### src/design/i2cms_pkg.sv
package i2cms_pkg;

    // command codes carried on the input channel
    typedef enum logic [2:0] {
        CMD_START     = 3'd0,
        CMD_STOP      = 3'd1,
        CMD_WRITE     = 3'd2,
        CMD_READ      = 3'd3,
        CMD_WAIT_ACK  = 3'd4,
        CMD_SEND_ACK  = 3'd5,
        CMD_SEND_NACK = 3'd6
    } t_cmd;

    // configuration register indexes
    localparam int CfgIdxW = 1;
    localparam int CfgDataW = 10;
    localparam logic [CfgIdxW-1:0] CFG_UNIT_TICKS  = 1'b0;
    localparam logic [CfgIdxW-1:0] CFG_ACK_TIMEOUT = 1'b1;

    // reset values of the configuration registers
    localparam logic [9:0] UNIT_TICKS_RST  = 10'd1;
    localparam logic [7:0] ACK_TIMEOUT_RST = 8'd250;

    // one tick item
    typedef struct packed {
        logic       cmd_valid;
        logic [2:0] cmd;
        logic [7:0] tx_byte;
        logic       read_ack;
        logic       sda_in;
    } t_in_item;

    // one result item
    typedef struct packed {
        logic       scl_level;
        logic       sda_level;
        logic       sda_drive_en;
        logic       busy_res;
        logic       done_res;
        logic [7:0] rx_byte;
        logic       ack_error;
    } t_out_item;

endpackage

### src/design/i2cms_in_if.sv
interface i2cms_in_if;
    import i2cms_pkg::*;

    logic     valid;
    logic     ready;
    t_in_item data;

    modport source (output valid, output data, input ready);
    modport sink (input valid, input data, output ready);
endinterface

### src/design/i2cms_out_if.sv
interface i2cms_out_if;
    import i2cms_pkg::*;

    logic      valid;
    logic      ready;
    t_out_item data;

    modport source (output valid, output data, input ready);
    modport sink (input valid, input data, output ready);
endinterface

### src/design/i2c_master_byte_sequencer.sv
// I2C master byte sequencer. Each input transfer is one bus timing tick and yields exactly one
// result transfer with the SCL level, SDA level and SDA drive enable after that tick, plus busy,
// a one-tick done pulse, the last received byte and the acknowledge error flag. A tick with
// cmd_valid set while idle starts start, stop, write, read, wait-ack, send-ack or send-nack;
// commands while busy and code 7 are dropped. Bus segments last 1, 2 or 4 units of unit_ticks
// ticks (0 counts as 1); a wait-ack that sees SDA high for more than ack_timeout polls issues a
// stop and sets ack_error. The block takes one tick per clock: the full step is one pass of
// logic from the state registers into the output register, so a new tick is accepted every cycle
// as long as the result register is empty or being drained in the same cycle. Configuration
// writes should only be made while the block is idle.
module i2c_master_byte_sequencer (
    input  logic                            i_clk,
    input  logic                            i_rst_n,
    i2cms_in_if.sink                        i_in,
    i2cms_out_if.source                     o_out,
    input  logic                            i_cfg_we,
    input  logic [i2cms_pkg::CfgIdxW-1:0]   i_cfg_idx,
    input  logic [i2cms_pkg::CfgDataW-1:0]  i_cfg_data
);
    import i2cms_pkg::*;

    typedef enum logic [14:0] {
        PH_IDLE = 15'b000000000000001,
        PH_ST_A = 15'b000000000000010,
        PH_ST_B = 15'b000000000000100,
        PH_SP_A = 15'b000000000001000,
        PH_SP_B = 15'b000000000010000,
        PH_WR_A = 15'b000000000100000,
        PH_WR_B = 15'b000000001000000,
        PH_WR_C = 15'b000000010000000,
        PH_RD_A = 15'b000000100000000,
        PH_RD_B = 15'b000001000000000,
        PH_AK_A = 15'b000010000000000,
        PH_AK_B = 15'b000100000000000,
        PH_WA_A = 15'b001000000000000,
        PH_WA_B = 15'b010000000000000,
        PH_WA_P = 15'b100000000000000
    } t_phase;

    // segment length as a shift of the unit count
    typedef enum logic [1:0] {
        LEN_1U = 2'd0,
        LEN_2U = 2'd1,
        LEN_4U = 2'd2
    } t_len;

    typedef struct packed {
        t_phase phase;
        logic   scl;
        logic   sda;
        logic   en;
        t_len   len;
    } t_seg;

    function automatic logic [11:0] f_seg_delay(input logic [9:0] unit, input t_len len);
        logic [11:0] u;
        u = (unit == 10'd0) ? 12'd1 : {2'b00, unit};
        return u << len;
    endfunction

    // configuration registers
    logic [9:0]  r_unit_ticks;
    logic [7:0]  r_ack_timeout;

    // sequencer state
    t_phase      r_phase, n_phase;
    logic [3:0]  r_bit_cnt, n_bit_cnt;
    logic [7:0]  r_shift, n_shift;
    logic [11:0] r_delay, n_delay;
    logic [7:0]  r_poll, n_poll;
    logic        r_ack_choice, n_ack_choice;
    logic        r_scl, n_scl;
    logic        r_sda, n_sda;
    logic        r_en, n_en;
    logic        r_err, n_err;
    logic [7:0]  r_rx, n_rx;

    // result register
    logic        r_out_valid;
    t_out_item   r_out;

    logic        accept;
    logic        done;
    logic        seg_go;
    t_seg        seg_v;
    logic [11:0] delay_dec;
    logic [7:0]  rd_shift;
    logic [3:0]  bit_inc;

    // a new tick enters whenever the result register is free or draining
    assign i_in.ready  = !r_out_valid || o_out.ready;
    assign accept      = i_in.valid && i_in.ready;
    assign o_out.valid = r_out_valid;
    assign o_out.data  = r_out;

    assign delay_dec = r_delay - 12'd1;
    assign rd_shift  = {r_shift[6:0], i_in.data.sda_in};
    assign bit_inc   = r_bit_cnt + 4'd1;

    // one sequencer step per accepted tick
    always_comb begin
        n_phase      = r_phase;
        n_bit_cnt    = r_bit_cnt;
        n_shift      = r_shift;
        n_delay      = r_delay;
        n_poll       = r_poll;
        n_ack_choice = r_ack_choice;
        n_scl        = r_scl;
        n_sda        = r_sda;
        n_en         = r_en;
        n_err        = r_err;
        n_rx         = r_rx;
        done         = 1'b0;
        seg_go       = 1'b0;
        seg_v        = '{PH_IDLE, 1'b1, 1'b1, 1'b1, LEN_1U};

        if (accept) begin
            if (r_phase == PH_IDLE) begin
                // command decode while idle
                if (i_in.data.cmd_valid) begin
                    n_bit_cnt = 4'd0;
                    n_poll    = 8'd0;
                    unique case (t_cmd'(i_in.data.cmd))
                        CMD_START: begin
                            seg_go = 1'b1;
                            seg_v  = '{PH_ST_A, 1'b1, 1'b1, 1'b1, LEN_4U};
                        end
                        CMD_STOP: begin
                            seg_go = 1'b1;
                            seg_v  = '{PH_SP_A, 1'b0, 1'b0, 1'b1, LEN_4U};
                        end
                        CMD_WRITE: begin
                            seg_go  = 1'b1;
                            seg_v   = '{PH_WR_A, 1'b0, i_in.data.tx_byte[7], 1'b1, LEN_2U};
                            n_shift = {i_in.data.tx_byte[6:0], 1'b0};
                        end
                        CMD_READ: begin
                            n_ack_choice = i_in.data.read_ack;
                            n_shift      = 8'd0;
                            seg_go       = 1'b1;
                            seg_v        = '{PH_RD_A, 1'b0, 1'b1, 1'b0, LEN_2U};
                        end
                        CMD_WAIT_ACK: begin
                            seg_go = 1'b1;
                            seg_v  = '{PH_WA_A, r_scl, 1'b1, 1'b0, LEN_1U};
                        end
                        CMD_SEND_ACK: begin
                            seg_go = 1'b1;
                            seg_v  = '{PH_AK_A, 1'b0, 1'b0, 1'b1, LEN_2U};
                        end
                        CMD_SEND_NACK: begin
                            seg_go = 1'b1;
                            seg_v  = '{PH_AK_A, 1'b0, 1'b1, 1'b1, LEN_2U};
                        end
                        default: begin
                            n_bit_cnt = r_bit_cnt;
                            n_poll    = r_poll;
                        end
                    endcase
                end
            end else if (r_phase == PH_WA_P) begin
                // acknowledge poll, one sample per tick
                if (!i_in.data.sda_in) begin
                    n_scl   = 1'b0;
                    n_err   = 1'b0;
                    n_phase = PH_IDLE;
                    done    = 1'b1;
                end else if (r_poll == r_ack_timeout) begin
                    n_err  = 1'b1;
                    seg_go = 1'b1;
                    seg_v  = '{PH_SP_A, 1'b0, 1'b0, 1'b1, LEN_4U};
                end else begin
                    n_poll = r_poll + 8'd1;
                end
            end else begin
                // timed segment countdown
                n_delay = delay_dec;
                if (delay_dec == 12'd0) begin
                    unique case (r_phase)
                        PH_ST_A: begin
                            seg_go = 1'b1;
                            seg_v  = '{PH_ST_B, 1'b1, 1'b0, 1'b1, LEN_4U};
                        end
                        PH_ST_B: begin
                            n_scl   = 1'b0;
                            n_phase = PH_IDLE;
                            done    = 1'b1;
                        end
                        PH_SP_A: begin
                            seg_go = 1'b1;
                            seg_v  = '{PH_SP_B, 1'b1, 1'b1, 1'b1, LEN_4U};
                        end
                        PH_SP_B: begin
                            n_phase = PH_IDLE;
                            done    = 1'b1;
                        end
                        PH_WR_A: begin
                            seg_go = 1'b1;
                            seg_v  = '{PH_WR_B, 1'b1, r_sda, 1'b1, LEN_2U};
                        end
                        PH_WR_B: begin
                            seg_go = 1'b1;
                            seg_v  = '{PH_WR_C, 1'b0, r_sda, 1'b1, LEN_2U};
                        end
                        PH_WR_C: begin
                            n_bit_cnt = bit_inc;
                            if (bit_inc < 4'd8) begin
                                seg_go  = 1'b1;
                                seg_v   = '{PH_WR_A, 1'b0, r_shift[7], 1'b1, LEN_2U};
                                n_shift = {r_shift[6:0], 1'b0};
                            end else begin
                                n_phase = PH_IDLE;
                                done    = 1'b1;
                            end
                        end
                        PH_RD_A: begin
                            seg_go = 1'b1;
                            seg_v  = '{PH_RD_B, 1'b1, 1'b1, 1'b0, LEN_1U};
                        end
                        PH_RD_B: begin
                            n_shift   = rd_shift;
                            n_bit_cnt = bit_inc;
                            seg_go    = 1'b1;
                            if (bit_inc < 4'd8) begin
                                seg_v = '{PH_RD_A, 1'b0, 1'b1, 1'b0, LEN_2U};
                            end else begin
                                n_rx  = rd_shift;
                                seg_v = '{PH_AK_A, 1'b0, !r_ack_choice, 1'b1, LEN_2U};
                            end
                        end
                        PH_AK_A: begin
                            seg_go = 1'b1;
                            seg_v  = '{PH_AK_B, 1'b1, r_sda, 1'b1, LEN_2U};
                        end
                        PH_AK_B: begin
                            n_scl   = 1'b0;
                            n_phase = PH_IDLE;
                            done    = 1'b1;
                        end
                        PH_WA_A: begin
                            seg_go = 1'b1;
                            seg_v  = '{PH_WA_B, 1'b1, 1'b1, 1'b0, LEN_1U};
                        end
                        PH_WA_B: begin
                            n_phase = PH_WA_P;
                        end
                        default: begin
                            n_phase = PH_IDLE;
                        end
                    endcase
                end
            end

            // entering a new pin segment
            if (seg_go) begin
                n_phase = seg_v.phase;
                n_scl   = seg_v.scl;
                n_sda   = seg_v.sda;
                n_en    = seg_v.en;
                n_delay = f_seg_delay(r_unit_ticks, seg_v.len);
            end
        end
    end

    // configuration write port
    always_ff @(posedge i_clk) begin
        if (!i_rst_n) begin
            r_unit_ticks  <= UNIT_TICKS_RST;
            r_ack_timeout <= ACK_TIMEOUT_RST;
        end else if (i_cfg_we) begin
            unique case (i_cfg_idx)
                CFG_UNIT_TICKS:  r_unit_ticks  <= i_cfg_data[9:0];
                CFG_ACK_TIMEOUT: r_ack_timeout <= i_cfg_data[7:0];
                default: begin
                end
            endcase
        end
    end

    // sequencer state registers
    always_ff @(posedge i_clk) begin
        if (!i_rst_n) begin
            r_phase      <= PH_IDLE;
            r_bit_cnt    <= 4'd0;
            r_shift      <= 8'd0;
            r_delay      <= 12'd0;
            r_poll       <= 8'd0;
            r_ack_choice <= 1'b0;
            r_scl        <= 1'b1;
            r_sda        <= 1'b1;
            r_en         <= 1'b1;
            r_err        <= 1'b0;
            r_rx         <= 8'd0;
        end else begin
            r_phase      <= n_phase;
            r_bit_cnt    <= n_bit_cnt;
            r_shift      <= n_shift;
            r_delay      <= n_delay;
            r_poll       <= n_poll;
            r_ack_choice <= n_ack_choice;
            r_scl        <= n_scl;
            r_sda        <= n_sda;
            r_en         <= n_en;
            r_err        <= n_err;
            r_rx         <= n_rx;
        end
    end

    // result register
    always_ff @(posedge i_clk) begin
        if (!i_rst_n) begin
            r_out_valid <= 1'b0;
        end else if (accept) begin
            r_out_valid <= 1'b1;
        end else if (o_out.ready) begin
            r_out_valid <= 1'b0;
        end
    end

    always_ff @(posedge i_clk) begin
        if (accept) begin
            r_out.scl_level    <= n_scl;
            r_out.sda_level    <= n_en ? n_sda : 1'b1;
            r_out.sda_drive_en <= n_en;
            r_out.busy_res     <= (n_phase != PH_IDLE);
            r_out.done_res     <= done;
            r_out.rx_byte      <= n_rx;
            r_out.ack_error    <= n_err;
        end
    end

endmodule
### src/flat_wrapper.sv
// flat-port wrapper written by rule: the top's interface ports become plain ports
module i2c_master_byte_sequencer_flat import i2cms_pkg::*;
  (i_clk, i_rst_n, i_cfg_we, i_cfg_idx, i_cfg_data, i_in_valid, i_in_data, i_in_ready, o_out_valid, o_out_data, o_out_ready);
  i2cms_in_if i_in_i ();
  i2cms_out_if o_out_i ();
  input  logic i_clk;
  input  logic i_rst_n;
  input  logic i_cfg_we;
  input  logic [i2cms_pkg::CfgIdxW-1:0] i_cfg_idx;
  input  logic [i2cms_pkg::CfgDataW-1:0] i_cfg_data;
  input wire logic [$bits(i_in_i.valid)-1:0] i_in_valid;
  input wire logic [$bits(i_in_i.data)-1:0] i_in_data;
  output wire logic [$bits(i_in_i.ready)-1:0] i_in_ready;
  output wire logic [$bits(o_out_i.valid)-1:0] o_out_valid;
  output wire logic [$bits(o_out_i.data)-1:0] o_out_data;
  input wire logic [$bits(o_out_i.ready)-1:0] o_out_ready;
  assign i_in_i.valid = i_in_valid;
  assign i_in_i.data = i_in_data;
  assign i_in_ready = i_in_i.ready;
  assign o_out_valid = o_out_i.valid;
  assign o_out_data = o_out_i.data;
  assign o_out_i.ready = o_out_ready;
  i2c_master_byte_sequencer u_core (.i_clk(i_clk), .i_rst_n(i_rst_n), .i_in(i_in_i), .o_out(o_out_i), .i_cfg_we(i_cfg_we), .i_cfg_idx(i_cfg_idx), .i_cfg_data(i_cfg_data));
endmodule
### config.mk
export PLATFORM = sky130hd
export DESIGN_NAME = i2c_master_byte_sequencer_flat
export DESIGN_NICKNAME = d
export VERILOG_FILES = /design/src/design/i2cms_pkg.sv /design/src/design/i2cms_in_if.sv /design/src/design/i2cms_out_if.sv /design/src/design/i2c_master_byte_sequencer.sv /design/src/flat_wrapper.sv
export SDC_FILE = /design/constraint.sdc
export NUM_CORES = 1
export LEC_CHECK = 0
export ABC_CLOCK_PERIOD_IN_PS = 6600
export BUFFER_PORTS_ARGS = -buffer_cell sky130_fd_sc_hd__buf_4
export CAP_MARGIN = 10
export CELL_PAD_IN_SITES_DETAIL_PLACEMENT = 0
export CELL_PAD_IN_SITES_GLOBAL_PLACEMENT = 1
export CORE_ASPECT_RATIO = 0.8
export CORE_MARGIN = 10
export CORE_UTILIZATION = 40
export CTS_CLUSTER_DIAMETER = 150
export DETAILED_ROUTE_END_ITERATION = 10
export MAX_ROUTING_LAYER = met4
export PLACE_DENSITY = 0.77
export SYNTH_ARGS = -nofsm -noshare
export SYNTH_HDL_FRONTEND = slang
export SYNTH_SLANG_ARGS = --single-unit
### constraint.sdc
create_clock -name i_clk -period 6.6 [get_ports i_clk]
set_input_delay 0.66 -clock i_clk [delete_from_list [all_inputs] [get_ports i_clk]]
set_output_delay 0.66 -clock i_clk [all_outputs]
set_load 0.005 [all_outputs]
==> results of run 1 <==
layout make-up:
cell class              instances  area, um2  share of cell area (%)
inverters                      11       41.3                   0.670
clock buffers                  10        239                    3.88
clock inverters                 6       76.3                    1.24
flip-flops and latches         93       2000                    32.5
multi-input cells             526       3190                    51.7
well taps                     175        219                    3.55
repair buffers                 53        398                    6.46
flip-flops by register name, summed over array words and instances (netlist names), 4 cells and up:
name                  cells
u_core.r_delay           12
u_core.r_ack_timeout      8
u_core.r_phase           15
u_core.r_shift            8
u_core.r_unit_ticks      10
u_core.r_bit_cnt          4
u_core.r_rx               8
u_core.r_poll             8
u_core.o_out.data        14
placed cells by master, fill, tap and decap left out, types with 5 or more instances in the layout:
cell type,n
xnor2_1,6
inv_1,10
nor4b_1,7
nor2_1,66
and3_1,6
xor2_1,17
nor4_2,5
nand2_1,99
dfxtp_1,79
or4_1,11
nand2b_1,6
nor4_1,13
a22oi_1,7
o21ai_0,29
nand3_1,37
a211oi_1,6
clkbuf_16,9
nand4_1,10
or3_1,7
buf_4,53
mux2i_1,14
edfxtp_1,14
a21oi_1,52
nor3_1,17
and2_1,17
mux2_2,15
final timing paths:
kind / endpoint / slack (ns) / cells after the start
max reg2reg: u_core.r_en / 2.42 / 11
min: u_core.r_ack_timeout[2] / 0.47 / 2
max: u_core.r_en / 2.42 / 11
min reg2reg: u_core.r_ack_timeout[2] / 0.47 / 2
power by group through the flow:
stage	clock (mW)	sequential, mW	combinational [mW]
after floorplan	0	0.645	0.339
after global placement	0	0.663	0.462
after detailed placement	0	0.665	0.458
after CTS	0.567	0.652	0.461
after global routing	0.593	0.658	0.517
final	0.555	0.653	0.468
critical path: stages, from the launching register on:
cell     delay, ns
dfxtp_1       0.38
inv_1         0.12
ha_1          0.26
nor3b_1       0.61
a32oi_1       0.10
o32a_1        0.27
nor4_2        0.87
o21ai_1       0.27
a21o_1        0.36
nor2_1        0.22
mux2_2        0.39
or2_1         0.21
stage by stage:
step / instance area [um2] / hold slack (ns) / power, mW
finish: 6160 / 0.467 / 1.68
CTS: 6160 / 0.472 / 1.68
global placement: 5850 / 0.462 / 1.13
floorplan: 5410 / 0.442 / 0.984
detailed placement: 5850 / 0.460 / 1.12
global route: 6160 / 0.494 / 1.77
kinds of logic (layout without fill, tap and decap cells):
logic type,Yosys count,count (layout),synth area share (%)
mux,29,29,5.72
simple gates,328,328,31.4
buf+inv,53,80,4.00
xor+xnor,23,23,3.73
flops,93,93,37.0
compound gates,142,142,17.2
fa+ha+maj,4,4,0.926
metal layers:
layer / part of all wire (%) / track usage (%) / up-vias / wire length [um]
met5: 0 / - / - / 0
met4: 1.8 / 5.09 / 0 / 293
met3: 7.9 / 4.64 / 24 / 1320
met2: 41 / 27.0 / 202 / 6880
met1: 49 / 26.2 / 2417 / 8160
li1: - / - / 2479 / -
==> summary.md, run 1 <==
| Metric | Value |
|---|---|
| Synthesized area | `5410 um2` |
| Setup-failing EPs final | `0` |
| DP Cell Count | `858` |
| Mean post-synth cell area | `8.04 um2` |
| PwrDens | `272 nW/um2` |
| Via count | `5122` |
| Starting density of the core | `41.4%` |
| Die Footprint | `18600 um2` |
| Combinational cell fraction of total power | `27.9%` |
| Netlist cell types | `70` |
| Register area share after synthesis | `37.0%` |
| Max-slew headroom | `22.1%` |
| Initial antenna violation count | `0` |
| WL/cell | `19.1 um` |
| Top Ports | `46` |
| Clock sinks | `93` |
| Num CTS Buffers | `9` |
| Post-synthesis cell count | `672` |
| CP arrival | `4.42 ns` |
| Critical R2R Launch | `u_core.r_delay[0]` |
| Hold Path Class | `reg2reg` |
| Internal power | `1.09 mW` |
| Clk_skew | `0.00712 ns` |
| Critical Path End Type | `register` |
| Sw frac | `34.9%` |
| Max IR drop VDD | `0.131 mV` |
| RSZ-0062 raised after global routing | `false` |
| Status | `finished clean` |
| CTS HTree Levels | `3` |
| Final Max Slew Viols | `0` |
| Critical path required time | `6.84 ns` |
| Layout fillers | `1330` |
| Port Buffers | `45` |
| Register bit total from synthesis | `93` |
| Nets | `728` |
| Synth area leaders | `dfxtp_1 29%, edfxtp_1 7.8%, nand2_1 6.9%` |
| Post-Place Setup Slack | `2.51 ns` |
| Residual overflow from global routing | `0` |
| Clk pin slew, worst setup/hold paths | `0.07 ns` |
| Worst setup SP type | `register` |
| Worst setup startpoint | `u_core.r_delay[0]` |
| # rows | `37` |
| Area grow syn2layout | `14.0%` |
| Detailed Route WL | `16700 um` |
| Synth area leader | `dfxtp_1` |
| Seq pwr share | `39.0%` |
| Non-Filler Instances | `874` |
| DR pass1 iterations | `5` |
| Final Hold Violating Endpoints | `0` |
| Hold-fix buffers at CTS | `0` |
| Fin worst setup slack | `2.42 ns` |
| Ant. Diodes | `0` |
| Global Route Usage Sum | `19.0%` |
| Fin Setup TNS | `0 ns` |
| Ys async rst share | `0%` |
| Worst Max-Slew Pin Slew | `1.16 ns` |
| Hold path start | `u_core.r_ack_timeout[2]` |
| Clock power frac | `33.1%` |
| Layout cells sized above 1 | `15.2%` |
| Crit path time final | `4.18 ns` |
| Largest net degree at the start of global routing | `37` |
| Die Span Y | `124 um` |
| Post-cts resize count | `0` |
| Hpwl dp | `12400 um` |
| First-pass GRT wire length | `27000 um` |
| Syn. warnings | `0` |
| Post-route DRC | `0` |
| CP Class | `reg2reg` |
| GP Congestion | `0.976` |
| Top cell type's share of synthesized area | `29.3%` |
| Clk Latency, worst-skew pair | `0.35 ns` |
| Core Area | `13100 um2` |
| Via density per instance | `5.86` |
| Most frequent cells after synthesis | `99 x nand2_1, 79 x dfxtp_1, 66 x nor2_1` |
| Fmax | `239 MHz` |
| Util after Layout | `47.2%` |
| Most numerous cell in the Yosys netlist | `nand2_1` |
| Critical path fanouts, max | `11` |
| Max-cap violation count | `0` |
| Psw | `0.585 mW` |
| Pleak | `2.37 nW` |
| Setup Buffers After CTS | `0` |
| Top_reg_cell synth | `dfxtp_1` |
| Syn Nets | `706` |
| Die Span X | `150 um` |
| Vias in the first global route | `4982` |
| Part of the cycle the worst path needs | `63.3%` |
| ANT nets after route | `0` |
| Count of flip-flops with a built-in enable after synthesis | `14` |
| CTS tree | `yes` |
| Root buf cell | `clkbuf_16` |
| 1st-iter DRT viols | `436` |
| Clock Tree Buf Depth | `2` |
No activity file was read; power rests on OpenSTA's default activity.
==> run 2, diff against run 1 <==
Settings changed: ABC_CLOCK_PERIOD_IN_PS 6600 to 4250.
Clock period 6.6 ns to 4.25 ns, I/O delays scaled along.
==> run 2 against run 1 <==
Flip-flop and latch count did not move. Worst setup slack worse by 2.2 ns. Die area unchanged. Register-to-register slack got worse by 2.2 ns. Clock skew rose by 0.0017 ns. Maximum frequency increased by 4.5%. Clock-buffer cell count grew 5. Via count is 1.7% higher. Critical path depth is the same. Sequential power up 56%. Final area grew 1.4%. Non-clock buffer count up 11. Largest power group unchanged.
==> summary.md, run 2 (same netlist as run 1, synthesis figures left out) <==
| Metric | Value |
|---|---|
| Setup Buffers After CTS | `0 (unchanged)` |
| Initial antenna violation count | `0 (unchanged)` |
| Max IR drop VDD | `0.207 mV (was 0.131 mV)` |
| Via density per instance | `5.88 (was 5.86)` |
| Setup-failing EPs final | `0 (unchanged)` |
| Vias in the first global route | `4848 (was 4982)` |
| CTS tree | `yes (unchanged)` |
| CP Class | `reg2reg (unchanged)` |
| Port Buffers | `45 (unchanged)` |
| Top reg by flops | `u_core.r_phase (unchanged)` |
| Root buf cell | `clkbuf_16 (unchanged)` |
| Global Route Usage Sum | `18.7% (was 19.0%)` |
| Nets | `739 (was 728)` |
| Ant. Diodes | `0 (unchanged)` |
| Detailed Route WL | `16700 um (about the same)` |
| Layout cells sized above 1 | `16.2% (was 15.2%)` |
| Clk Latency, worst-skew pair | `0.35 ns (about the same)` |
| ANT nets after route | `0 (unchanged)` |
| Clock Tree Buf Depth | `2 (unchanged)` |
| Most common cell after layout, fill and taps aside | `nand2_1 (unchanged)` |
| Hold Path Class | `in2reg (was reg2reg)` |
| Status | `finished clean (unchanged)` |
| Critical path fanouts, max | `8 (was 11)` |
| Clock sinks | `93 (unchanged)` |
| Via count | `5208 (was 5122)` |
| Largest net degree at the start of global routing | `37 (unchanged)` |
| Hpwl dp | `12500 um (was 12400 um)` |
| Max-cap violation count | `0 (unchanged)` |
| CTS HTree Levels | `3 (unchanged)` |
| Area grow syn2layout | `15.6% (was 14.0%)` |
| Die Span X | `150 um (unchanged)` |
| WL/cell | `18.9 um (was 19.1 um)` |
| Critical path required time | `4.34 ns (was 6.84 ns)` |
| Num CTS Buffers | `9 (unchanged)` |
| Residual overflow from global routing | `0 (unchanged)` |
| Core Area | `13100 um2 (unchanged)` |
| Starting density of the core | `41.4% (unchanged)` |
| Max reg flops | `15 (unchanged)` |
| Die Span Y | `124 um (unchanged)` |
| RSZ-0062 raised after global routing | `false (unchanged)` |
| Hold-fix buffers at CTS | `0 (unchanged)` |
| First-pass GRT wire length | `26700 um (was 27000 um)` |
| Util after Layout | `47.9% (was 47.2%)` |
| # rows | `37 (unchanged)` |
| Final Hold Violating Endpoints | `0 (unchanged)` |
| Fmax | `250 MHz (was 239 MHz)` |
| Crit path time final | `4.00 ns (was 4.18 ns)` |
| Post-route DRC | `0 (unchanged)` |
| Total power | `2.61 mW (was 1.68 mW)` |
| Clk pin slew, worst setup/hold paths | `0.06 ns (was 0.07 ns)` |
| Post-cts resize count | `0 (unchanged)` |
| Top Ports | `46 (unchanged)` |
| Clk_skew | `0.00887 ns (was 0.00712 ns)` |
| Critical Path End Type | `register (unchanged)` |
| Hold Path Stages | `3 (was 2)` |
| GP Congestion | `0.994 (was 0.976)` |
| Worst Max-Slew Pin Slew | `1.14 ns (was 1.16 ns)` |
| Part of the cycle the worst path needs | `94.1% (was 63.3%)` |
| CP arrival | `4.09 ns (was 4.42 ns)` |
| Pleak | `2.42 nW (was 2.37 nW)` |
| DR pass1 iterations | `5 (unchanged)` |
| Worst r2r path cells | `11 (unchanged)` |
| Fin Setup TNS | `0 ns (unchanged)` |
| Max-slew headroom | `23.8% (was 22.1%)` |
| Die Footprint | `18600 um2 (unchanged)` |
| 1st-iter DRT viols | `534 (was 436)` |
| Worst setup SP type | `register (unchanged)` |
| PwrDens | `418 nW/um2 (was 272 nW/um2)` |
| Final Max Slew Viols | `0 (unchanged)` |
| Commonest cells after routing, fill and taps aside | `99 x nand2_1, 79 x dfxtp_1, 66 x nor2_1 (unchanged)` |
| Hold slack | `0.303 ns (was 0.467 ns)` |
| Slack of the worst reg-to-reg path | `0.25 ns (was 2.42 ns)` |
==> run 2: cell types whose count changed in the layout (fill, tap and decap cells not counted), sizes merged <==
cell / previous run / this run
clkbuf: 10 / 15
inv: 15 / 10
clkinv: 1 / 2
buf: 53 / 64
bufinv: 1 / 0
==> run 2: final timing paths <==
| path | endpoint | start |
|---|---|---|
| min | u_core.r_ack_timeout[6] | i_cfg_data[6] |
| max | u_core.o_out.data[10] | u_core.r_delay[0] |
| min reg2reg | u_core.r_ack_timeout[2] | u_core.r_ack_timeout[2] |
| max reg2reg | u_core.o_out.data[10] | u_core.r_delay[0] |
==> run 2: final cells by class <==
class / instances / area, um2
clock buffer: 15 / 310
clock inverter: 1 / 8.76
timing repair buffer: 64 / 480
tap: 175 / 219
fill: 1320 / 6810
sequential: 93 / 2000
multi-input combinational: 526 / 3190
inverter: 11 / 41.3
==> run 2: worst max-delay path, cell delays in order, from the launching register on <==
cell and delay (ns):
dfxtp_1 0.38, inv_1 0.12, ha_1 0.25, or3b_2 0.53, nor3_1 0.20, a211oi_1 0.13
or4_4 0.58, nor2_1 0.26, o211ai_1 0.18, a2111oi_0 0.67, and4b_1 0.36, nand3_1 0.09
==> run 2: power by group <==
| part | leakage [nW] | switching (mW) | total [mW] | internal [mW] |
|---|---|---|---|---|
| logic | 1.49 | 0.474 | 0.758 | 0.284 |
| clock network | 0.156 | 0.336 | 0.837 | 0.502 |
| registers | 0.775 | 0.0683 | 1.02 | 0.948 |
| total | 2.42 | 0.878 | 2.61 | 1.73 |
==> run 2: stage by stage <==
stage                     instances  area, um2  setup slack (ns)
after CTS                       885       6250             0.369
after detailed placement        869       5930             0.392
final                           885       6250             0.251
after floorplan                 672       5410              1.16
after global placement          869       5930             0.357
after global routing            885       6250           0.00874
==> run 2: metal layers <==
layer	share of wire, %	global-route usage [%]	vias up
li1	-	-	2507
met1	49	26.1	2478
met4	1.6	5.45	0
met3	8.5	4.68	20
met2	41	26.2	203
met5	0	-	-
==> run 3, diff against run 2 <==
Settings changed: CAP_MARGIN 10 to 25, CORE_ASPECT_RATIO 0.8 to 2.
==> run 3 against run 2 <==
Clock skew up 0.00063 ns. Register-to-register slack better by 0.03 ns. Via count increased by 2.6%. Worst hold slack got worse by 0.0060 ns. Clock power is 0.6% higher. First-iteration DRC count is 32% lower. Die area up 1.4%. Critical path type unchanged.
==> summary.md, run 3 (same netlist as run 1, synthesis figures left out) <==
| Metric | Value |
|---|---|
| Util after Layout | `46.5% (was 47.9%)` |
| Hold-fix buffers at CTS | `0 (unchanged)` |
| Sw frac | `35.3% (was 33.6%)` |
| Residual overflow from global routing | `0 (unchanged)` |
| CP arrival | `4.21 ns (was 4.09 ns)` |
| Global Route Usage Sum | `21.2% (was 18.7%)` |
| Post-route DRC | `0 (unchanged)` |
| Nets | `739 (unchanged)` |
| Ant. Diodes | `0 (unchanged)` |
| 1st-iter DRT viols | `363 (was 534)` |
| Internal power | `1.71 mW (was 1.73 mW)` |
| GP Congestion | `1.03 (was 0.994)` |
| Combinational cell fraction of total power | `29.8% (was 29.0%)` |
| CTS tree | `yes (unchanged)` |
| Max-cap violation count | `0 (unchanged)` |
| Layout cells sized above 1 | `16.3% (was 16.2%)` |
| Clk pin slew, worst setup/hold paths | `0.07 ns (was 0.06 ns)` |
| Die Span X | `102 um (was 150 um)` |
| Critical path fanouts, max | `10 (was 8)` |
| Seq pwr share | `38.4% (was 38.9%)` |
| Crit path time final | `3.97 ns (was 4.00 ns)` |
| Part of the cycle the worst path needs | `93.5% (was 94.1%)` |
| Starting density of the core | `40.4% (was 41.4%)` |
| Num CTS Buffers | `9 (unchanged)` |
| Top reg by flops | `u_core.r_phase (unchanged)` |
| Area grow syn2layout | `15.0% (was 15.6%)` |
| RSZ-0062 raised after global routing | `false (unchanged)` |
| Root buf cell | `clkbuf_16 (unchanged)` |
| Detailed Route WL | `19000 um (was 16700 um)` |
| Status | `finished clean (unchanged)` |
| Via density per instance | `6.18 (was 5.88)` |
| Top Ports | `46 (unchanged)` |
| Vias in the first global route | `5323 (was 4848)` |
| WL/cell | `22.0 um (was 18.9 um)` |
| Largest net degree at the start of global routing | `37 (unchanged)` |
| Max reg flops | `15 (unchanged)` |
| Psw | `0.934 mW (was 0.878 mW)` |
| DR pass1 iterations | `7 (was 5)` |
| Setup-failing EPs final | `0 (unchanged)` |
| Via count | `5344 (was 5208)` |
| Fin Setup TNS | `0 ns (unchanged)` |
| Clock power frac | `31.8% (was 32.1%)` |
| Final Hold Violating Endpoints | `0 (unchanged)` |
| Clk_skew | `0.00949 ns (was 0.00887 ns)` |
| Die Span Y | `184 um (was 124 um)` |
| # rows | `60 (was 37)` |
| CP Class | `reg2reg (unchanged)` |
| Fmax | `252 MHz (was 250 MHz)` |
| First-pass GRT wire length | `29500 um (was 26700 um)` |
| Max IR drop VDD | `0.215 mV (was 0.207 mV)` |
| PwrDens | `426 nW/um2 (was 418 nW/um2)` |
| Pleak | `2.41 nW (was 2.42 nW)` |
| Core Area | `13400 um2 (was 13100 um2)` |
| Critical path required time | `4.49 ns (was 4.34 ns)` |
| Worst Max-Slew Pin Slew | `0.973 ns (was 1.14 ns)` |
| Worst path cell trace | `nor4_2 -> nand2_1 -> nor4_1 -> or3_1 -> o21ai_1 -> a21o_1 -> nor2_1 -> mux2_2 -> or2_1 (was inv_1 -> ha_1 -> or3b_2 -> nor3_1 -> a211oi_1 -> or4_4 -> nor2_1 -> o211ai_1 -> a2111oi_0 -> and4b_1 -> nand3_1)` |
| Die Footprint | `18800 um2 (was 18600 um2)` |
| Clk Latency, worst-skew pair | `0.35 ns (about the same)` |
| Commonest cells after routing, fill and taps aside | `99 x nand2_1, 79 x dfxtp_1, 66 x nor2_1 (unchanged)` |
| ANT nets after route | `0 (unchanged)` |
| CTS HTree Levels | `3 (unchanged)` |
| CP max stage delay | `0.86 ns (was 0.67 ns)` |
| Slack of the worst reg-to-reg path | `0.28 ns (was 0.25 ns)` |
| Clock sinks | `93 (unchanged)` |
| Hold Path Class | `in2reg (unchanged)` |
| Max-slew headroom | `35.1% (was 23.8%)` |
| Final Max Slew Viols | `0 (unchanged)` |
| Worst setup SP type | `register (unchanged)` |
| Most common cell after layout, fill and taps aside | `nand2_1 (unchanged)` |
| Initial antenna violation count | `0 (unchanged)` |
| Port Buffers | `45 (unchanged)` |
| Critical path's slowest cell | `nor4_1 (was a2111oi_0)` |
| Hpwl dp | `14700 um (was 12500 um)` |
| Clock Tree Buf Depth | `2 (unchanged)` |
| Critical Path End Type | `register (unchanged)` |
run 3: cell types whose count changed in the layout (fill, tap and decap cells not counted), sizes merged:
cell,delta
inv,+1
clkinvlp,+2
bufinv,+1
clkbuf,-4
run 3: final timing paths:
check | startpoint | end | depth (start not counted)
setup reg to reg | u_core.r_phase[9] | u_core.r_en | 9
hold reg to reg | u_core.r_ack_timeout[2] | u_core.r_ack_timeout[2] | 2
hold / removal | i_cfg_data[5] | u_core.r_ack_timeout[5] | 3
setup / recovery | u_core.r_phase[9] | u_core.r_en | 9
run 3: critical path, delay by kind of cell, from the launching register on:
family / cells / cell delay [ns]
AND/OR/NAND/NOR: 6 / 2.57
flip-flops: 1 / 0.42
multiplexers: 1 / 0.39
AO/OA/AOI/OAI: 2 / 0.48
run 3: power groups by stage:
stage	registers (mW)	logic, mW	clock network, mW
6_report	1.01	0.788	0.842
5_1_grt	1.02	0.856	0.892
4_1_cts	1.01	0.769	0.856
3_5_place_dp	1.03	0.766	0
3_3_place_gp	1.03	0.756	0
2_1_floorplan	1.00	0.526	0
run 3: per-layer routing:
layer / up-vias / global-route usage [%] / share of wire [%]
li1: 2499 / - / -
met5: - / - / 0
met2: 204 / 39.7 / 56
met3: 79 / 2.93 / 3.8
met1: 2562 / 18.7 / 33
met4: 0 / 14.2 / 7.1
run 3: area by class of cell:
| class | instances | area (um2) |
|---|---|---|
| flip-flops and latches | 93 | 2000 |
| fillers | 1358 | 7150 |
| multi-input cells | 526 | 3200 |
| clock inverters | 5 | 58.8 |
| well taps | 155 | 194 |
| inverters | 11 | 41.3 |
| clock buffers | 11 | 243 |
| repair buffers | 64 | 480 |
run 3: stage by stage:
| step | worst slack [ns] | std cells | hold WS [ns] | total power [mW] | area, um2 |
|---|---|---|---|---|---|
| finish | 0.278 | 865 | 0.297 | 2.64 | 6210 |
| floorplan | 1.16 | 672 | 0.442 | 1.53 | 5410 |
| global placement | 0.333 | 849 | 0.457 | 1.79 | 5900 |
| detailed placement | 0.272 | 849 | 0.464 | 1.80 | 5900 |
| CTS | 0.237 | 865 | 0.299 | 2.64 | 6210 |
| global route | 0.0989 | 865 | 0.319 | 2.77 | 6210 |
run 3: what timing repair did:
action / CTS / global route
resized for setup: 0 / 1
endpoints found under the hold margin: 0 / 0
buffers inserted: 0 / 0
endpoints found under the setup margin: 0 / 2
